`src/u8dc_pkg.sv`:
```
// ----------------------------------------------------------------------------
// u8dc_pkg
// Shared types, constants and the code point classifier of the UTF-8 decoder.
// ----------------------------------------------------------------------------
package u8dc_pkg;

	localparam int unsigned U8DC_QUEUE_DEPTH = 4;

	typedef logic [15:0] cp_t;
	typedef logic [2:0]  cls_t;

	localparam cls_t CLASS_ASCII       = 3'd0;
	localparam cls_t CLASS_FW_PUNCT    = 3'd1;
	localparam cls_t CLASS_FW_CHAR     = 3'd2;
	localparam cls_t CLASS_CJK         = 3'd3;
	localparam cls_t CLASS_UNSUPPORTED = 3'd4;

	localparam cp_t ASCII_LO    = 16'h0020;
	localparam cp_t ASCII_HI    = 16'h007E;
	localparam cp_t FW_PUNCT_LO = 16'h3000;
	localparam cp_t FW_PUNCT_HI = 16'h303F;
	localparam cp_t FW_CHAR_LO  = 16'hFF00;
	localparam cp_t FW_CHAR_HI  = 16'hFFEF;
	localparam cp_t CJK_LO      = 16'h4E00;
	localparam cp_t CJK_HI      = 16'h9FA5;

	typedef struct packed {
		logic vld;
		cp_t  cp;
	} cp_word_t;

	function automatic cls_t classify(input cp_t cp);
		cls_t c;
		if (cp >= ASCII_LO && cp <= ASCII_HI) begin
			c = CLASS_ASCII;
		end else if (cp >= FW_PUNCT_LO && cp <= FW_PUNCT_HI) begin
			c = CLASS_FW_PUNCT;
		end else if (cp >= FW_CHAR_LO && cp <= FW_CHAR_HI) begin
			c = CLASS_FW_CHAR;
		end else if (cp >= CJK_LO && cp <= CJK_HI) begin
			c = CLASS_CJK;
		end else begin
			c = CLASS_UNSUPPORTED;
		end
		return c;
	endfunction

endpackage

```
`src/u8dc_front.sv`:
```
// ----------------------------------------------------------------------------
// u8dc_front
// Byte assembler: tracks open sequences and emits completed code points.
// ----------------------------------------------------------------------------
module u8dc_front (
	input  logic              clk,
	input  logic              arst_n,
	input  logic              acc,
	input  logic [7:0]        data_byte,
	output u8dc_pkg::cp_word_t wr
);
	import u8dc_pkg::*;

	logic [1:0] pending_q;
	cp_t        partial_q;
	logic [1:0] pending_d;
	cp_t        partial_d;
	cp_t        acc_cp;

	assign acc_cp = cp_t'({partial_q[9:0], data_byte[5:0]});

	always_comb begin
		pending_d = pending_q;
		partial_d = partial_q;
		wr.vld    = 1'b0;
		wr.cp     = acc_cp;
		if (acc) begin
			if (pending_q != 2'd0) begin
				pending_d = pending_q - 2'd1;
				if (pending_q == 2'd1) begin
					partial_d = '0;
					wr.vld    = 1'b1;
				end else begin
					partial_d = acc_cp;
				end
			end else if (data_byte[7] == 1'b0) begin
				wr.vld = 1'b1;
				wr.cp  = {8'h00, data_byte};
			end else if (data_byte[7:5] == 3'b110) begin
				partial_d = {11'd0, data_byte[4:0]};
				pending_d = 2'd1;
			end else if (data_byte[7:4] == 4'b1110) begin
				partial_d = {12'd0, data_byte[3:0]};
				pending_d = 2'd2;
			end
		end
	end

	always_ff @(posedge clk or negedge arst_n) begin
		if (!arst_n) begin
			pending_q <= 2'd0;
			partial_q <= '0;
		end else begin
			pending_q <= pending_d;
			partial_q <= partial_d;
		end
	end

	a_pending_range: assert property (@(posedge clk) disable iff (!arst_n)
		pending_q != 2'd3) else $error("pending count out of range");
	a_no_emit_midseq: assert property (@(posedge clk) disable iff (!arst_n)
		(pending_q == 2'd2) |-> !wr.vld) else $error("word emitted mid sequence");
	a_partial_clear: assert property (@(posedge clk) disable iff (!arst_n)
		wr.vld |=> (partial_q == '0)) else $error("partial not cleared");

endmodule

```
`src/u8dc_fifo.sv`:
```
// ----------------------------------------------------------------------------
// u8dc_fifo
// Short queue of code points between the assembler and the classifier.
// ----------------------------------------------------------------------------
module u8dc_fifo #(
	parameter int unsigned DEPTH = u8dc_pkg::U8DC_QUEUE_DEPTH
) (
	input  logic               clk,
	input  logic               arst_n,
	input  u8dc_pkg::cp_word_t wr,
	input  logic               rd,
	output u8dc_pkg::cp_t      rd_cp,
	output logic               nonempty,
	output logic               full
);
	import u8dc_pkg::*;

	localparam int unsigned AW = (DEPTH > 1) ? $clog2(DEPTH) : 1;
	localparam int unsigned CW = $clog2(DEPTH + 1);
	localparam logic [AW-1:0] LAST = AW'(DEPTH - 1);
	localparam logic [CW-1:0] FULLCNT = CW'(DEPTH);

	cp_t           mem_q [DEPTH];
	logic [AW-1:0] wptr_q;
	logic [AW-1:0] rptr_q;
	logic [CW-1:0] cnt_q;
	logic          do_wr;
	logic          do_rd;

	assign full     = (cnt_q == FULLCNT);
	assign nonempty = (cnt_q != '0);
	assign do_wr    = wr.vld && !full;
	assign do_rd    = rd && nonempty;
	assign rd_cp    = mem_q[rptr_q];

	always_ff @(posedge clk) begin
		if (do_wr) begin
			mem_q[wptr_q] <= wr.cp;
		end
	end

	always_ff @(posedge clk or negedge arst_n) begin
		if (!arst_n) begin
			wptr_q <= '0;
			rptr_q <= '0;
			cnt_q  <= '0;
		end else begin
			if (do_wr) begin
				wptr_q <= (wptr_q == LAST) ? '0 : wptr_q + AW'(1);
			end
			if (do_rd) begin
				rptr_q <= (rptr_q == LAST) ? '0 : rptr_q + AW'(1);
			end
			case ({do_wr, do_rd})
				2'b10:   cnt_q <= cnt_q + CW'(1);
				2'b01:   cnt_q <= cnt_q - CW'(1);
				default: cnt_q <= cnt_q;
			endcase
		end
	end

	a_cnt_bound: assert property (@(posedge clk) disable iff (!arst_n)
		cnt_q <= FULLCNT) else $error("queue count overflow");
	a_no_drop: assert property (@(posedge clk) disable iff (!arst_n)
		!(wr.vld && full)) else $error("word dropped on full queue");
	a_cnt_inc: assert property (@(posedge clk) disable iff (!arst_n)
		(do_wr && !do_rd) |=> (cnt_q == $past(cnt_q) + CW'(1)))
		else $error("queue count not advanced");

endmodule

```
`src/u8dc_back.sv`:
```
// ----------------------------------------------------------------------------
// u8dc_back
// Classifier and output register: labels each code point and holds the word.
// ----------------------------------------------------------------------------
module u8dc_back (
	input  logic           clk,
	input  logic           arst_n,
	input  logic           q_nonempty,
	input  u8dc_pkg::cp_t  q_cp,
	output logic           q_rd,
	input  logic           pop,
	output logic           empty,
	output logic [15:0]    code_point,
	output logic [2:0]     char_class,
	output logic           is_supported
);
	import u8dc_pkg::*;

	logic vld_q;
	cp_t  cp_q;
	cls_t cls_q;
	logic sup_q;
	cls_t cls_d;

	assign cls_d = classify(q_cp);
	assign q_rd  = q_nonempty && (!vld_q || pop);

	always_ff @(posedge clk or negedge arst_n) begin
		if (!arst_n) begin
			vld_q <= 1'b0;
		end else if (!vld_q || pop) begin
			vld_q <= q_nonempty;
		end
	end

	always_ff @(posedge clk) begin
		if (q_rd) begin
			cp_q  <= q_cp;
			cls_q <= cls_d;
			sup_q <= (cls_d != CLASS_UNSUPPORTED);
		end
	end

	assign empty        = !vld_q;
	assign code_point   = cp_q;
	assign char_class   = cls_q;
	assign is_supported = sup_q;

	a_sup_match: assert property (@(posedge clk) disable iff (!arst_n)
		vld_q |-> (sup_q == (cls_q != CLASS_UNSUPPORTED))) else $error("flag mismatch");
	a_cls_range: assert property (@(posedge clk) disable iff (!arst_n)
		vld_q |-> (cls_q <= CLASS_UNSUPPORTED)) else $error("class out of range");
	a_load_ok: assert property (@(posedge clk) disable iff (!arst_n)
		q_rd |=> vld_q) else $error("loaded word lost");

endmodule

```
`src/utf8_decode_classify.sv`:
```
// ----------------------------------------------------------------------------
// utf8_decode_classify
// UTF-8 decoder for one to three byte forms with code point classification.
// ----------------------------------------------------------------------------
// channel   direction  handshake        payload
// bytes     in         push / full      data_byte
// results   out        empty / pop      code_point, char_class, is_supported
//
// One byte is taken per cycle while full is low; full rises only when the
// code point queue is full. A completed code point passes through the queue
// and the output register. Reset clears the open sequence, the queue and
// the output valid flag. Both sides stall independently through the queue.
// ----------------------------------------------------------------------------
module utf8_decode_classify #(
	parameter int unsigned QUEUE_DEPTH = u8dc_pkg::U8DC_QUEUE_DEPTH
) (
	input  logic        clk,
	input  logic        arst_n,
	input  logic        push,
	output logic        full,
	input  logic [7:0]  data_byte,
	output logic        empty,
	input  logic        pop,
	output logic [15:0] code_point,
	output logic [2:0]  char_class,
	output logic        is_supported
);
	import u8dc_pkg::*;

	cp_word_t wr;
	cp_t      q_cp;
	logic     q_rd;
	logic     q_nonempty;
	logic     acc;

	assign acc = push && !full;

	u8dc_front u_front (
		.clk       (clk),
		.arst_n    (arst_n),
		.acc       (acc),
		.data_byte (data_byte),
		.wr        (wr)
	);

	u8dc_fifo #(.DEPTH(QUEUE_DEPTH)) u_fifo (
		.clk      (clk),
		.arst_n   (arst_n),
		.wr       (wr),
		.rd       (q_rd),
		.rd_cp    (q_cp),
		.nonempty (q_nonempty),
		.full     (full)
	);

	u8dc_back u_back (
		.clk          (clk),
		.arst_n       (arst_n),
		.q_nonempty   (q_nonempty),
		.q_cp         (q_cp),
		.q_rd         (q_rd),
		.pop          (pop),
		.empty        (empty),
		.code_point   (code_point),
		.char_class   (char_class),
		.is_supported (is_supported)
	);

endmodule
```
`config.mk`:
```
export PLATFORM = sky130hd
export DESIGN_NAME = utf8_decode_classify
export DESIGN_NICKNAME = d
export VERILOG_FILES = /design/src/u8dc_pkg.sv /design/src/u8dc_front.sv /design/src/u8dc_fifo.sv /design/src/u8dc_back.sv /design/src/utf8_decode_classify.sv
export SDC_FILE = /design/constraint.sdc
export NUM_CORES = 1
export LEC_CHECK = 0
export ABC_CLOCK_PERIOD_IN_PS = 3300
export BUFFER_PORTS_ARGS = -buffer_cell sky130_fd_sc_hd__clkbuf_2
export CAP_MARGIN = 20
export CORE_AREA = 3 3 101 103
export CTS_BUF_LIST = sky130_fd_sc_hd__clkbuf_8
export CTS_CLUSTER_SIZE = 12
export DETAILED_ROUTE_END_ITERATION = 6
export DIE_AREA = 0 0 104 106
export GPL_TIMING_DRIVEN = 0
export PLACE_DENSITY = 0.61
export SLEW_MARGIN = 10
export SYNTH_ARGS = -nofsm -noshare
export SYNTH_HDL_FRONTEND = slang
export SYNTH_SLANG_ARGS = --single-unit
```
`constraint.sdc`:
```
create_clock -name clk -period 3.3 [get_ports clk]
set_clock_uncertainty 0.2 [all_clocks]
set_input_delay 0.66 -clock clk [delete_from_list [all_inputs] [get_ports clk]]
set_output_delay 0.66 -clock clk [all_outputs]
set_load 0.05 [all_outputs]
```
* Yosys cells after proc, flatten, opt, wreduce, memory -nomap -nowiden *
Memories as Yosys holds them, arrays and structs flattened.
Index checks and enable logic that the tools add are counted.

storage, ports and cells
  register bits = 40
  bits in writable memories = 64
  output and inout port bits = 22
  word-level logic and storage cells = 72
  memories kept = 1

cells by class
  $add $sub $neg = 5
  magnitude comparators = 8
  equal/unequal tests = 9
  mux-type cells = 23
  reduce and logical (&&, ||, !) cells = 17

memories
  name          depth  width  read ports  clocked after memory_dff  write ports  RTL line         source
  u_fifo.mem_q  4      16     1           0                         1            u8dc_fifo.sv:23  cp_t mem_q [DEPTH];

operator list
  cell                    count
  $mux W10                5
  $mux W17                2
  $le A16 B16 Y1 const B  2
  $ge A16 B14 Y1 const B  1
  $ge A16 B15 Y1 const B  1
  $ge A16 B16 Y1 const B  1
  $ge A16 B6 Y1 const B   1
  $le A16 B14 Y1 const B  1
  $le A16 B7 Y1 const B   1
  $mux W16                1
  $mux W2                 6
  $mux W3                 4
  $logic_and A1 B1 Y1     8
  $eq A2 B2 Y1 const B    3
  $eq A3 B3 Y1 const B    2
  $pmux W3 S2             1
  $reduce_bool A2 Y1      3
  $reduce_bool A3 Y1      2
  $add A2 B1 Y2 const B   2
  $eq A2 B1 Y1 const B    2
  $eq A4 B4 Y1 const B    1
  $mux W1                 4
  $add A3 B1 Y3 const B   1
  $ne A3 B3 Y1 const B    1
  other kinds (5)         6

* Depth between registers and ports, before layout *
Gate-level depths: netlist of run 1.
An unclocked memory read counts as a cell.

  word-level depth = 8
  mapped depth = 11
  gate-level depth less buffers = 11

* Modules after synthesis *
A second synthesis of run 1 with hierarchy kept.

second synthesis, totals
  cell total of the unflattened synthesis = 248
  area total of the unflattened synthesis = 4,302.9 sq um

modules (own cells, without submodules)
  module                times used  cells an instance  area each (sq um)  sequential area each (sq um)
  u8dc_fifo             1           125                2,768.9            2,097.0
  u8dc_back             1           54                 844.6              625.6
  u8dc_front            1           68                 675.6              300.3
  utf8_decode_classify  1           1                  13.8               0.0

* Worst setup path after synthesis of run 1 *
No wires, ideal clock.

  path kind = input to register
  start point = input port pop
  end point = register u_fifo.cnt_q[2]
  setup time = 79 ps
  data arrival time = 3,013 ps
  setup slack = 8 ps
  stages = 8
  path buffers = 0
  cells stage by stage = inv_1 -> a21oi_1 -> ha_1 -> inv_1 -> fa_1 -> xor2_1 -> nor2_1 -> xor2_1

between the ends
  longest elaborated chain between the ends = 5

ends and longest elaborated chain
  item                                                      RTL line                    source
  start, declared                                           utf8_decode_classify.sv:23  input logic pop,
  $logic_or A1 B1 Y1 *                                      u8dc_back.sv:26             assign q_rd = q_nonempty && (!vld_q || pop);
  $logic_and A1 B1 Y1 *                                     u8dc_back.sv:26
  net q_rd                                                  utf8_decode_classify.sv:32  logic q_rd;
  $logic_and A1 B1 Y1 *                                     u8dc_fifo.sv:33             assign do_rd = rd && nonempty;
  $eq A2 B1 Y1 / $eq A2 B2 Y1 (equally long branches)       u8dc_fifo.sv:54             case ({do_wr, do_rd})
  $pmux W3 S2 / $reduce_bool A2 Y1 (equally long branches)  -
  end signal, assigned                                      u8dc_fifo.sv:55             2'b10: cnt_q <= cnt_q + CW'(1);
  end signal, assigned                                      u8dc_fifo.sv:56             2'b01: cnt_q <= cnt_q - CW'(1);
  end signal, assigned                                      u8dc_fifo.sv:57             default: cnt_q <= cnt_q;
  end, declared                                             u8dc_fifo.sv:26             logic [CW-1:0] cnt_q;

The timed path passes the listed nets; every way through them passes the cells marked *.
A chain may end at the register's enable or synchronous reset.

* Final worst setup path of run 1 *
  start point = register u_fifo.rptr_q[1]
  end point = register u_back.cls_q[2] (netlist: u_back.char_class[2]), data pin

between the ends
  longest elaborated chain between the ends = 7

ends and longest elaborated chain
  item                                                     RTL line                    source
  start, declared                                          u8dc_fifo.sv:25             logic [AW-1:0] rptr_q;
  start signal, assigned                                   u8dc_fifo.sv:52             rptr_q <= (rptr_q == LAST) ? '0 : rptr_q + AW'(1);
  $mem_v2 Z4 W16 *                                         -
  net q_cp[13]                                             utf8_decode_classify.sv:31  cp_t q_cp;
  $ge A16 B15 Y1 / $le A16 B16 Y1 (equally long branches)  u8dc_pkg.sv:40              end else if (cp >= CJK_LO && cp <= CJK_HI) begin
  $logic_and A1 B1 Y1                                      u8dc_pkg.sv:40
  $mux W3                                                  u8dc_pkg.sv:40
  $mux W3                                                  u8dc_pkg.sv:38              end else if (cp >= FW_CHAR_LO && cp <= FW_CHAR_HI) begin
  $mux W3                                                  u8dc_pkg.sv:36              end else if (cp >= FW_PUNCT_LO && cp <= FW_PUNCT_HI) begin
  $mux W3 *                                                u8dc_pkg.sv:34              if (cp >= ASCII_LO && cp <= ASCII_HI) begin
  net u_back.cls_d[2]                                      u8dc_back.sv:23             cls_t cls_d;
  end signal, assigned                                     u8dc_back.sv:39             cls_q <= cls_d;
  end, declared                                            u8dc_back.sv:21             cls_t cls_q;

Marked as above.

==> results of run 1 <==
[worst max-delay path, cell delays in order (launching register included)]
cell and delay [ns]:
dfrtp_1 0.35, clkbuf_1 0.37, buf_2 0.35, mux4_1 0.45, nor4b_1 0.34, a22oi_1 0.10, a41o_1 0.29, o2111a_1 0.14
[cells in the mapped netlist (2+ instances only)]
cell type  instances
a21oi_1            2
a22oi_1            2
and2_1            13
buf_6              2
clkbuf_1           5
dfrtp_1           20
edfxtp_1          84
ha_1               6
inv_1             10
mux2_2             6
mux4_1             4
mux4_2            12
nand2_1           26
nand3_1            3
nand4_1            3
nor2_1            10
nor2b_1            2
nor3_1             5
nor4b_1            2
o21ai_0           13
xor2_1             2
[area by class of cell]
class / instances / area share [%]
Buffer: 8 / 0.977
Inverter: 10 / 0.792
Sequential cell: 104 / 63.8
Timing Repair Buffer: 34 / 3.72
Clock buffer: 9 / 2.61
Multi-Input combinational cell: 126 / 22.9
Tap cell: 129 / 3.40
Clock inverter: 7 / 1.87
[registers in the layout, summed over array words and instances (netlist names), 2 cells and up]
| register | cells |
|---|---|
| u_back.char_class | 3 |
| u_back.code_point | 16 |
| u_fifo.rptr_q | 2 |
| u_fifo.mem_q | 64 |
| u_front.partial_q | 10 |
| u_fifo.wptr_q | 2 |
| u_fifo.cnt_q | 3 |
| u_front.pending_q | 2 |
[cell families (layout without fill, tap and decap cells)]
group                      count (synthesis)  in the layout  share of synthesized area [%]
muxes                                     23             23                           10.8
adders and majority gates                  7              7                           2.27
AOI/OAI and AO/OA                         25             25                           3.89
buffers and inverters                     18             68                           2.00
DFF                                      104            104                           72.2
and+or+nand+nor                           68             68                           8.19
xor gates and xnor gates                   3              3                          0.628
[where the power goes]
part | switching (mW) | internal [mW]
Sequential | 0.124 | 1.87
Clock | 0.416 | 0.422
Combinational | 1.19 | 0.580
Total | 1.73 | 2.88
[per-layer routing]
layer  part of all wire, %  vias up
met2                    47       37
met4                   1.3        0
met1                    49     1110
met3                   3.3        6
li1                      -     1036
met5                     0        -
[how the worst max path moves through the flow]
stage / slack [ns] / startpoint / to / depth (start not counted)
2_1_floorplan: 0.008 / pop / u_fifo.cnt_q[2]$_DFFE_PN0P_ / 8
3_3_place_gp: -0.74 / pop / u_fifo.cnt_q[2]$_DFFE_PN0P_ / 9
3_5_place_dp: 0.44 / data_byte[7] / u_fifo.mem_q[1][11]$_DFFE_PP_ / 4
4_1_cts: 0.42 / u_fifo.rptr_q[1]$_DFFE_PN0P_ / u_back.char_class[2]$_DFFE_PP_ / 7
5_1_grt: 0.23 / u_fifo.rptr_q[1]$_DFFE_PN0P_ / u_back.char_class[2]$_DFFE_PP_ / 7
6_report: 0.45 / u_fifo.rptr_q[1]$_DFFE_PN0P_ / u_back.char_class[2]$_DFFE_PP_ / 7
==> impl_results.md, run 1 <==
* EDFF count, synth at 84
* Row count at 35
* Placed instance count at between 400 and 500
* Critical path launch point type: register
* Hold Slack at 0.0711 ns
* Via Count at 2189
* Total GRT Usage at approximately 14%
* Highest-count cells in the layout ignoring fill and taps: edfxtp_1 (84), clkbuf_2 (33), nand2_1 (26)
* Max Clock Freq at 0.351 GHz
* Top post-synthesis cells by area: edfxtp_1 (60%), dfrtp_1 (12%), mux4_2 (6.5%)
* M1 GR Usage at 18.1%
* # DRC at 0
* Reg2Reg Setup Slack at 0.45 ns
* TritonCTS clock tree: built
* Crit-path max FO at 10
* Final Core Density at 51.1%
* Seq cells post-synth at 104
* Sequential area share after synthesis at ~72%
* Pre-CTS setup slack at 0.443 ns
* Async set-reset flop share out of synthesis at 19.2%
* RSZ-0062 raised after global routing: false
* Commonest non-fill, non-tap cell in the layout: edfxtp_1
* GPL Wtd Cong at 0.746
* Req. time, crit path at roughly 3.2 ns
* Inserted Clock Buffers at 9
* CTS Hold Bufs at 0
* Synth-to-layout area growth at 13.2%
* Die Wd at approximately 100 microns
* Max Slew Vio Count at 0
* First-pass GRT wire length at 11.5 mm
* Total Wirelength at slightly above 7 mm
* Die Ht at 106 microns
* First-pass iteration count of the detailed router at 4
* PortBufs at 33
* CTS Buffer Depth at 2
* Setup CP Type: register to register
* H-tree depth at 3
* Worst Tran Pin Value at 0.874 ns
* Minimum clock period after layout at approximately 2.8 ns
* DP HPWL at 4.85 mm
* Register area at 3020 sq um
* Post-route antenna net violation count at 0
* Resized cells post-CTS at 0
* Initial drt markers at 106
* Wire length per cell at 16.5 microns
* GR met2 Demand/Resource at 22.0%
* Pwr Total at between 4 and 5 mW
* Post-synth top flop: edfxtp_1
* Largest net degree at the start of global routing at 21
* Synth Warn # at 0
* Post-synth top area cell: edfxtp_1
* Syn nets at around 270
* Synthesized cell area at 4190 sq um
* Total setup buffers inserted after CTS at 0
* Area of the multi-input gates at about 1100 sq um
* Endpoints failing setup at 0
* Cell Area, Placed at 4530 sq um
* Number of max-cap violations at 0
* Setup ws final at 0.452 ns
* Top Usage Layer GRT: met2
* Average size of a mapped cell at 16.9 sq um
* Pwr per Cell Area at around 970 nW/um^2
* Period utilisation layout at between 80% and 90%
* Post-route cell area at 4740 sq um
* Reg2reg start: u_fifo.rptr_q[1]$_DFFE_PN0P_
* Static Leak at 1.75 nW
* Vias in the first global route at around 2200
* Hold WC Path Type: input port to async pin
* Worst-Skew Late Latency at 0.36 ns
* Num Clock Sinks at 104
* Via density at 5.13
* Worst-path clk slew at 0.09 ns
* Nets at 312
* Share of post-route cells with drive strength above 1 at 24.5%
* Critical path endpoint category: register
* Slew HR at around two fifths
* Io pins at 34
* Depth of the most critical reg-to-reg path at 7
* Core ar. at 9280 sq um
* Die ar. at 11000 sq um
* Final setup TNS at 0 ns
* Root Driver: clkbuf_8
* Fin. Hold Viols at 0
* N_diodes at 0
* Fill cells at 810
* Total gr overflow at 0
* Initial antenna violation count at 0
* WP data arrival at 2.76 ns
* Synth unique cells at 37
* Layout Cells excl Fill at 427
* Maximum resistive drop on vdd at 0.391 mV
* RR Endpoint: u_back.char_class[2]$_DFFE_PP_
* Initial Utilization at 45.1%
* Outcome: finished, final reports clean
* Met3 GRT Util at between 3 and 4%
* Yosys top cell area share at 60.3%
* Gate count of the mapped netlist at 248
(Power assumes the default switching activity.)
==> run 2: changes to the inputs <==
- CELL_PAD_IN_SITES_DETAIL_PLACEMENT: default -> 2
- CELL_PAD_IN_SITES_GLOBAL_PLACEMENT: default -> 2
- CORE_AREA: 3 3 101 103 -> 3 3 102 104
- DIE_AREA: 0 0 104 106 -> 0 0 105 107
- PLACE_DENSITY: 0.61 -> 0.77
- REMOVE_ABC_BUFFERS: default -> 1
- SYNTH_HIERARCHICAL: default -> 1
==> run 2 against run 1 <==
Sequential cell count unchanged. Setup slack worse by 0.15 ns. Global-route usage up 3.9 points.
==> impl_results.md, run 2 <==
* Max Clock Freq at between 0.3 and 0.4 GHz
* Req. time, crit path at 3.35 ns
* Wire length per cell at 21.4 microns
* Period utilisation layout at 90.8%
* NetSw at ~1.8 mW
* Compound-Gate Fraction of Synth Area at 4.71%
* RSZ-0062 raised after global routing: false
* Static Leak at 1.76 nW
* Max Slew Vio Count at 0
* Slew HR at around 43%
* Hold WC Path Type: input port to async pin
* Sequential power share at a little under half
* Total Wirelength at ~9 mm
* Total GRT Usage at ~18%
* Count leader, synth: edfxtp_1
* Main combinational cell family by area after synthesis: multiplexers
* Area of the multi-input gates at 1140 sq um
* Worst-Skew Late Latency at 0.36 ns
* Post-synth top area cell: edfxtp_1
* # DRC at 0
* Pwr per Cell Area at 974 nW/um^2
* N_diodes at 0
* Worst-path clk slew at roughly 0.10 ns
* First-pass iteration count of the detailed router at 4
* Commonest non-fill, non-tap cell in the layout: edfxtp_1
* Final setup TNS at 0 ns
* EDFF count, synth at 84
* Clock power share at 15.4%
* Largest net degree at the start of global routing at 22
* Average size of a mapped cell at 17.4 sq um
* Seq cells post-synth at 104
* Synth top cells by count: edfxtp_1 (84), dfrtp_1 (20), mux4_2 (16)
* Die ar. at 11200 sq um
* Final Core Density at 49.2%
* Via Count at 2249
* Synth Warn # at 6
* Endpoints failing setup at 0
* Top post-synthesis cells by area: edfxtp_1 (59%), dfrtp_1 (12%), mux4_2 (8.4%)
* CTS Buffer Depth at 2
* Die Wd at 105 microns
* Outcome: finished, final reports clean
* Fin. Hold Viols at 0
* Num Clock Sinks at between 100 and 150
* Root Driver: clkbuf_8
* TritonCTS clock tree: built
* Initial antenna violation count at 0
* Post-synth top flop: edfxtp_1
* Post-route antenna net violation count at 0
* Fill cells at 925
* Post-Synth Simple-Gate Area at 8.23%
* Share of post-route cells with drive strength above 1 at 28.7%
* Sequential area share after synthesis at 70.3%
* Total gr overflow at 0
* DP HPWL at 6.22 mm
* WP data arrival at roughly 3 ns
* Row count at 36
* Core ar. at about 9600 sq um
* Highest-count cells in the layout ignoring fill and taps: edfxtp_1 (84), clkbuf_2 (33), dfrtp_1 (20)
* Most flops, register: u_fifo/mem_q
* Initial Utilization at 44.6%
* Yosys top cell area share at between 50% and 60%
* Switching Share at 39.7%
* Nets at 300
* First-pass GRT wire length at 14.7 mm
* Minimum clock period after layout at between 2 and 3 ns
* Via density at 5.37
* Synth-to-layout area growth at 10.1%
* Synthesized cell area at 4300 sq um
* Xor and xnor fraction of the mapped netlist area at 0.611%
* Combinational Power Share at 38.8%
* Setup CP Type: register to register
* Crit-path max FO at 10
* Synth unique cells at 52
* Maximum resistive drop on vdd at 0.412 mV
* GPL Wtd Cong at 0.749
* Io pins at 34
* Layout Cells excl Fill at 419
* Gate count of the mapped netlist at roughly 250
* Initial drt markers at 96
* Placed instance count at 403
* Inserted Clock Buffers at 9
* Async set-reset flop share out of synthesis at 19.2%
* Internal Power at 2.79 mW
* PortBufs at 33
* H-tree depth at 3
* Vias in the first global route at 2526
* Mux cell area share after synthesis at 10.8%
* Critical path endpoint category: register
* Register area at 3020 sq um
* Die Ht at 107 microns
* Critical path launch point type: register
* Adder-cell share of the synthesized area at 2.21%
* Worst Tran Pin Value at between 0.8 and 0.9 ns
* Max reg flops at 64
* Number of max-cap violations at 0
==> run 2: cell count changes in the layout (fill, tap and decap cells not counted), sizes merged, moves of 4 or more <==
cell	previous run	this run
o21ai	13	4
clkbuf	47	42
nand2	26	10
nand2b	1	5
nor2b	2	7
and2	13	2
and3	0	4
inv	11	16
a32o	0	5
mux2i	1	5
==> run 2: power groups by stage <==
stage,Combinational [mW],Clock (mW),Sequential (mW)
3_3_place_gp,1.67,0,2.14
3_5_place_dp,1.81,0,2.16
5_1_grt,1.96,0.789,2.17
2_1_floorplan,0.905,0,2.52
6_report,1.79,0.710,2.12
4_1_cts,1.82,0.739,2.13
==> run 2: worst max-delay path: stages, from the launching register on <==
cell and delay, ns:
dfrtp_1 0.41, or3b_4 0.27, inv_1 0.08, nor2b_4 0.31, nor3b_1 0.45, and2_4 0.26
inv_1 0.05, ha_1 0.22, inv_1 0.08, fa_1 0.18, xor2_1 0.16, nor2_1 0.07
xor2_1 0.14
==> run 2: final timing paths <==
| check | start | endpoint | slack (ns) | cells past startpoint |
|---|---|---|---|---|
| min reg2reg | u_fifo/cnt_q[2]$_DFFE_PN0P_ | u_fifo/cnt_q[2]$_DFFE_PN0P_ | 0.29 | 1 |
| min | arst_n | u_fifo/cnt_q[0]$_DFFE_PN0P_ | 0.07 | 1 |
| max in group asynchronous | arst_n | u_front/partial_q[7]$_DFFE_PN0P_ | 2.43 | 1 |
| max | u_fifo/cnt_q[2]$_DFFE_PN0P_ | u_fifo/cnt_q[2]$_DFFE_PN0P_ | 0.30 | 12 |
| min in group clk | u_fifo/cnt_q[2]$_DFFE_PN0P_ | u_fifo/cnt_q[2]$_DFFE_PN0P_ | 0.29 | 1 |
| max reg2reg | u_fifo/cnt_q[2]$_DFFE_PN0P_ | u_fifo/cnt_q[2]$_DFFE_PN0P_ | 0.30 | 12 |
==> run 2: layout make-up <==
cell class | instances | area share [%]
clock buffer | 9 | 2.61
tap | 133 | 3.51
timing repair buffer | 35 | 3.91
multi-input combinational | 118 | 24.1
clock inverter | 7 | 1.06
inverter | 13 | 1.03
sequential | 104 | 63.8
==> run 2: timing repair <==
item	CTS	global route
gates resized for setup	0	1
setup endpoints to repair	0	1
hold buffers	0	0
endpoints found under the hold margin	0	0
setup buffers	0	0
==> run 2: logic make-up after synthesis <==
kind of cell	Yosys count
DFF	104
xor gates and xnor gates	3
muxes	25
adders and majority gates	7
and+or+nand+nor	60
buffers and inverters	26
AOI/OAI and AO/OA	23
==> run 2: routing by layer <==
metal	GRT usage, %	vias to the layer above	routed length [microns]
met1	22.7	1187	3950
met3	2.59	9	257
met2	30.4	48	4640
met4	5.81	0	128
met5	0	-	0
li1	-	1005	-
==> run 2: metrics by stage <==
| step | total power [mW] | setup slack, ns | hold slack [ns] | cell area, sq um |
|---|---|---|---|---|
| 6_report | 4.62 | 0.305 | 0.0710 | 4740 |
| 5_1_grt | 4.92 | 0.0587 | 0.0921 | 4740 |
| 4_1_cts | 4.69 | 0.208 | 0.0796 | 4740 |
| 3_5_place_dp | 3.97 | -0.0485 | 0.274 | 4560 |
| 3_3_place_gp | 3.81 | 0.0815 | 0.266 | 4540 |
| 2_1_floorplan | 3.43 | 0.328 | 0.164 | 4210 |
==> run 3: changes to the inputs <==
- ABC_CLOCK_PERIOD_IN_PS: 3300 -> 2850
- CELL_PAD_IN_SITES_DETAIL_PLACEMENT: 2 -> 0
- CELL_PAD_IN_SITES_GLOBAL_PLACEMENT: 2 -> 1
- PLACE_DENSITY: 0.77 -> 0.69
- clock period: 3.3 -> 2.85 ns (I/O delays scaled with it)
==> run 3 against run 2 <==
Combinational power up 14%. Critical path depth down 8. Clock power grew 23%. Final cell count is 0.95% higher. Sequential power is 14% higher. Register-to-register slack worse by 0.18 ns. Setup slack got worse by 0.18 ns. Sequential share of layout area fell by 0.80 points. Die area did not move. Design area rose by 1.3%. First-iteration DRC count shrank 17%. Count of clock-buffer cells in the layout did not move. Critical endpoint is now u_back/char_class[2]$_DFFE_PP_. Largest power group unchanged.
==> impl_results.md, run 3 (synthesis gave the netlist of run 2 again) <==
* Initial antenna violation count at 0
* Total GRT Usage at 13.8%
* Synth-to-layout area growth at 11.6%
* Number of max-cap violations at 0
* Period utilisation layout at 95.6%
* Num Clock Sinks at 104
* CP delay by family, top: flip-flops
* Worst-path clk slew at around 0.10 ns
* First-pass GRT wire length at 11.8 mm
* Worst-Skew Late Latency at 0.36 ns
* DP HPWL at 4.76 mm
* Io pins at 34
* Via density at 5.19
* Reg2Reg Setup Slack at 0.13 ns
* Post-route antenna net violation count at 0
* Initial Utilization at 44.6%
* H-tree depth at 3
* N_diodes at 0
* TritonCTS clock tree: built
* Critical path launch point type: register
* Die Ht at roughly 110 microns
* Hold Slack at roughly 0.25 ns
* Max Slew Vio Count at 0
* Placed instance count at 403
* Most flops, register: u_fifo/mem_q
* CP Buf/Inv Count at 0
* Die Wd at 105 microns
* Die ar. at 11200 sq um
* Root Driver: clkbuf_8
* Max reg flops at 64
* Static Leak at 1.79 nW
* Setup CP Type: register to register
* Total Wirelength at 7.11 mm
* Max Clock Freq at 0.367 GHz
* Pwr Total at 5.33 mW
* # DRC at 0
* Fin. Hold Viols at 0
* Setup ws final at 0.126 ns
* Share of post-route cells with drive strength above 1 at 30.3%
* Highest-count cells in the layout ignoring fill and taps: edfxtp_1 (84), clkbuf_2 (33), dfrtp_1 (19)
* Slew HR at 44.8%
* Total gr overflow at 0
* First-pass iteration count of the detailed router at 4
* CP peak stage delay at 0.89 ns
* Minimum clock period after layout at 2.72 ns
* GPL Wtd Cong at 0.750
* Row count at 36
* Via Count at around 2200
* CP max-delay cell: dfrtp_1
* Inserted Clock Buffers at 9
* Pwr per Cell Area at 1110 nW/um^2
* Hold WC Path Type: input port to register
* Critical path endpoint category: register
* Final setup TNS at 0 ns
* Fill cells at 851
* CTS Buffer Depth at 2
* Commonest non-fill, non-tap cell in the layout: edfxtp_1
* Maximum resistive drop on vdd at 0.406 mV
* PortBufs at 33
* WP data arrival at 2.65 ns
* Nets at 304
* Largest net degree at the start of global routing at 22
* RSZ-0062 raised after global routing: false
* Outcome: finished, final reports clean
* Wire length per cell at around 17 microns
* Req. time, crit path at roughly 2.8 ns
* Worst Tran Pin Value at 0.828 ns
* Crit-path max FO at 18
* Endpoints failing setup at 0
* Pre-CTS setup slack at -0.318 ns
* Layout Cells excl Fill at 423
* Initial drt markers at 80
* Core ar. at 9640 sq um
* Cell Chain, Critical Path: mux4_2 > or3_1 > o2111a_1 > o21a_1
* Vias in the first global route at 2260
[run 3: area by class of cell]
class	instances	area (sq um)	share of cell area (%)
clock inverters	7	66.3	1.38
inverters	13	48.8	1.02
clock buffers	9	124	2.58
repair buffers	39	218	4.53
flip-flops and latches	104	3020	63.0
well taps	133	166	3.47
multi-input cells	118	1150	24.0
[run 3: through the flow]
stage	util (%)	cell area, sq um
after global routing	49.8	4800
after global placement	47.1	4540
final	49.8	4800
after floorplan	-	4210
after CTS	49.5	4770
after detailed placement	47.4	4560
[run 3: worst register-to-register path, cell delays in order, from the launching register on]
cell      delay (ns)
dfrtp_1         0.89
mux4_2          0.50
or3_1           0.44
o2111a_1        0.28
o21a_1          0.17
[run 3: worst paths after layout]
check	from	to	depth (start not counted)
setup / recovery	u_fifo/rptr_q[1]$_DFFE_PN0P_	u_back/char_class[2]$_DFFE_PP_	4
hold / removal	data_byte[0]	u_fifo/mem_q[0][0]$_DFFE_PP_	1
setup reg to reg	u_fifo/rptr_q[1]$_DFFE_PN0P_	u_back/char_class[2]$_DFFE_PP_	4
hold reg to reg	u_front/partial_q[4]$_DFFE_PN0P_	u_front/partial_q[4]$_DFFE_PN0P_	1
max in group asynchronous	arst_n	u_fifo/rptr_q[0]$_DFFE_PN0P_	2
min in group asynchronous	arst_n	u_back/vld_q$_DFFE_PN0N_	2
[run 3: where the power goes]
| part | leakage, nW | switching, mW | total [mW] | internal (mW) |
|---|---|---|---|---|
| combinational | 0.664 | 1.30 | 2.04 | 0.739 |
| sequential | 1.03 | 0.228 | 2.42 | 2.19 |
| clock | 0.0978 | 0.475 | 0.875 | 0.400 |
| total | 1.79 | 2.00 | 5.33 | 3.33 |
[run 3: repair_timing]
action                                 4_1_cts  5_1_grt
gates resized for setup                      2        4
setup buffers                                0        3
cloned                                       0        0
setup endpoints to repair                    2        6
hold buffers                                 1        0
endpoints found under the hold margin       20        0
[run 3: routing by layer]
| layer | up-vias | track usage [%] | share of wire, % | wire, microns |
|---|---|---|---|---|
| met5 | - | 0 | 0 | 0 |
| met1 | 1117 | 17.7 | 44 | 3140 |
| met4 | 0 | 6.47 | 2.1 | 150 |
| met2 | 43 | 23.1 | 50 | 3570 |
| met3 | 13 | 2.47 | 3.5 | 249 |
| li1 | 1021 | - | - | - |
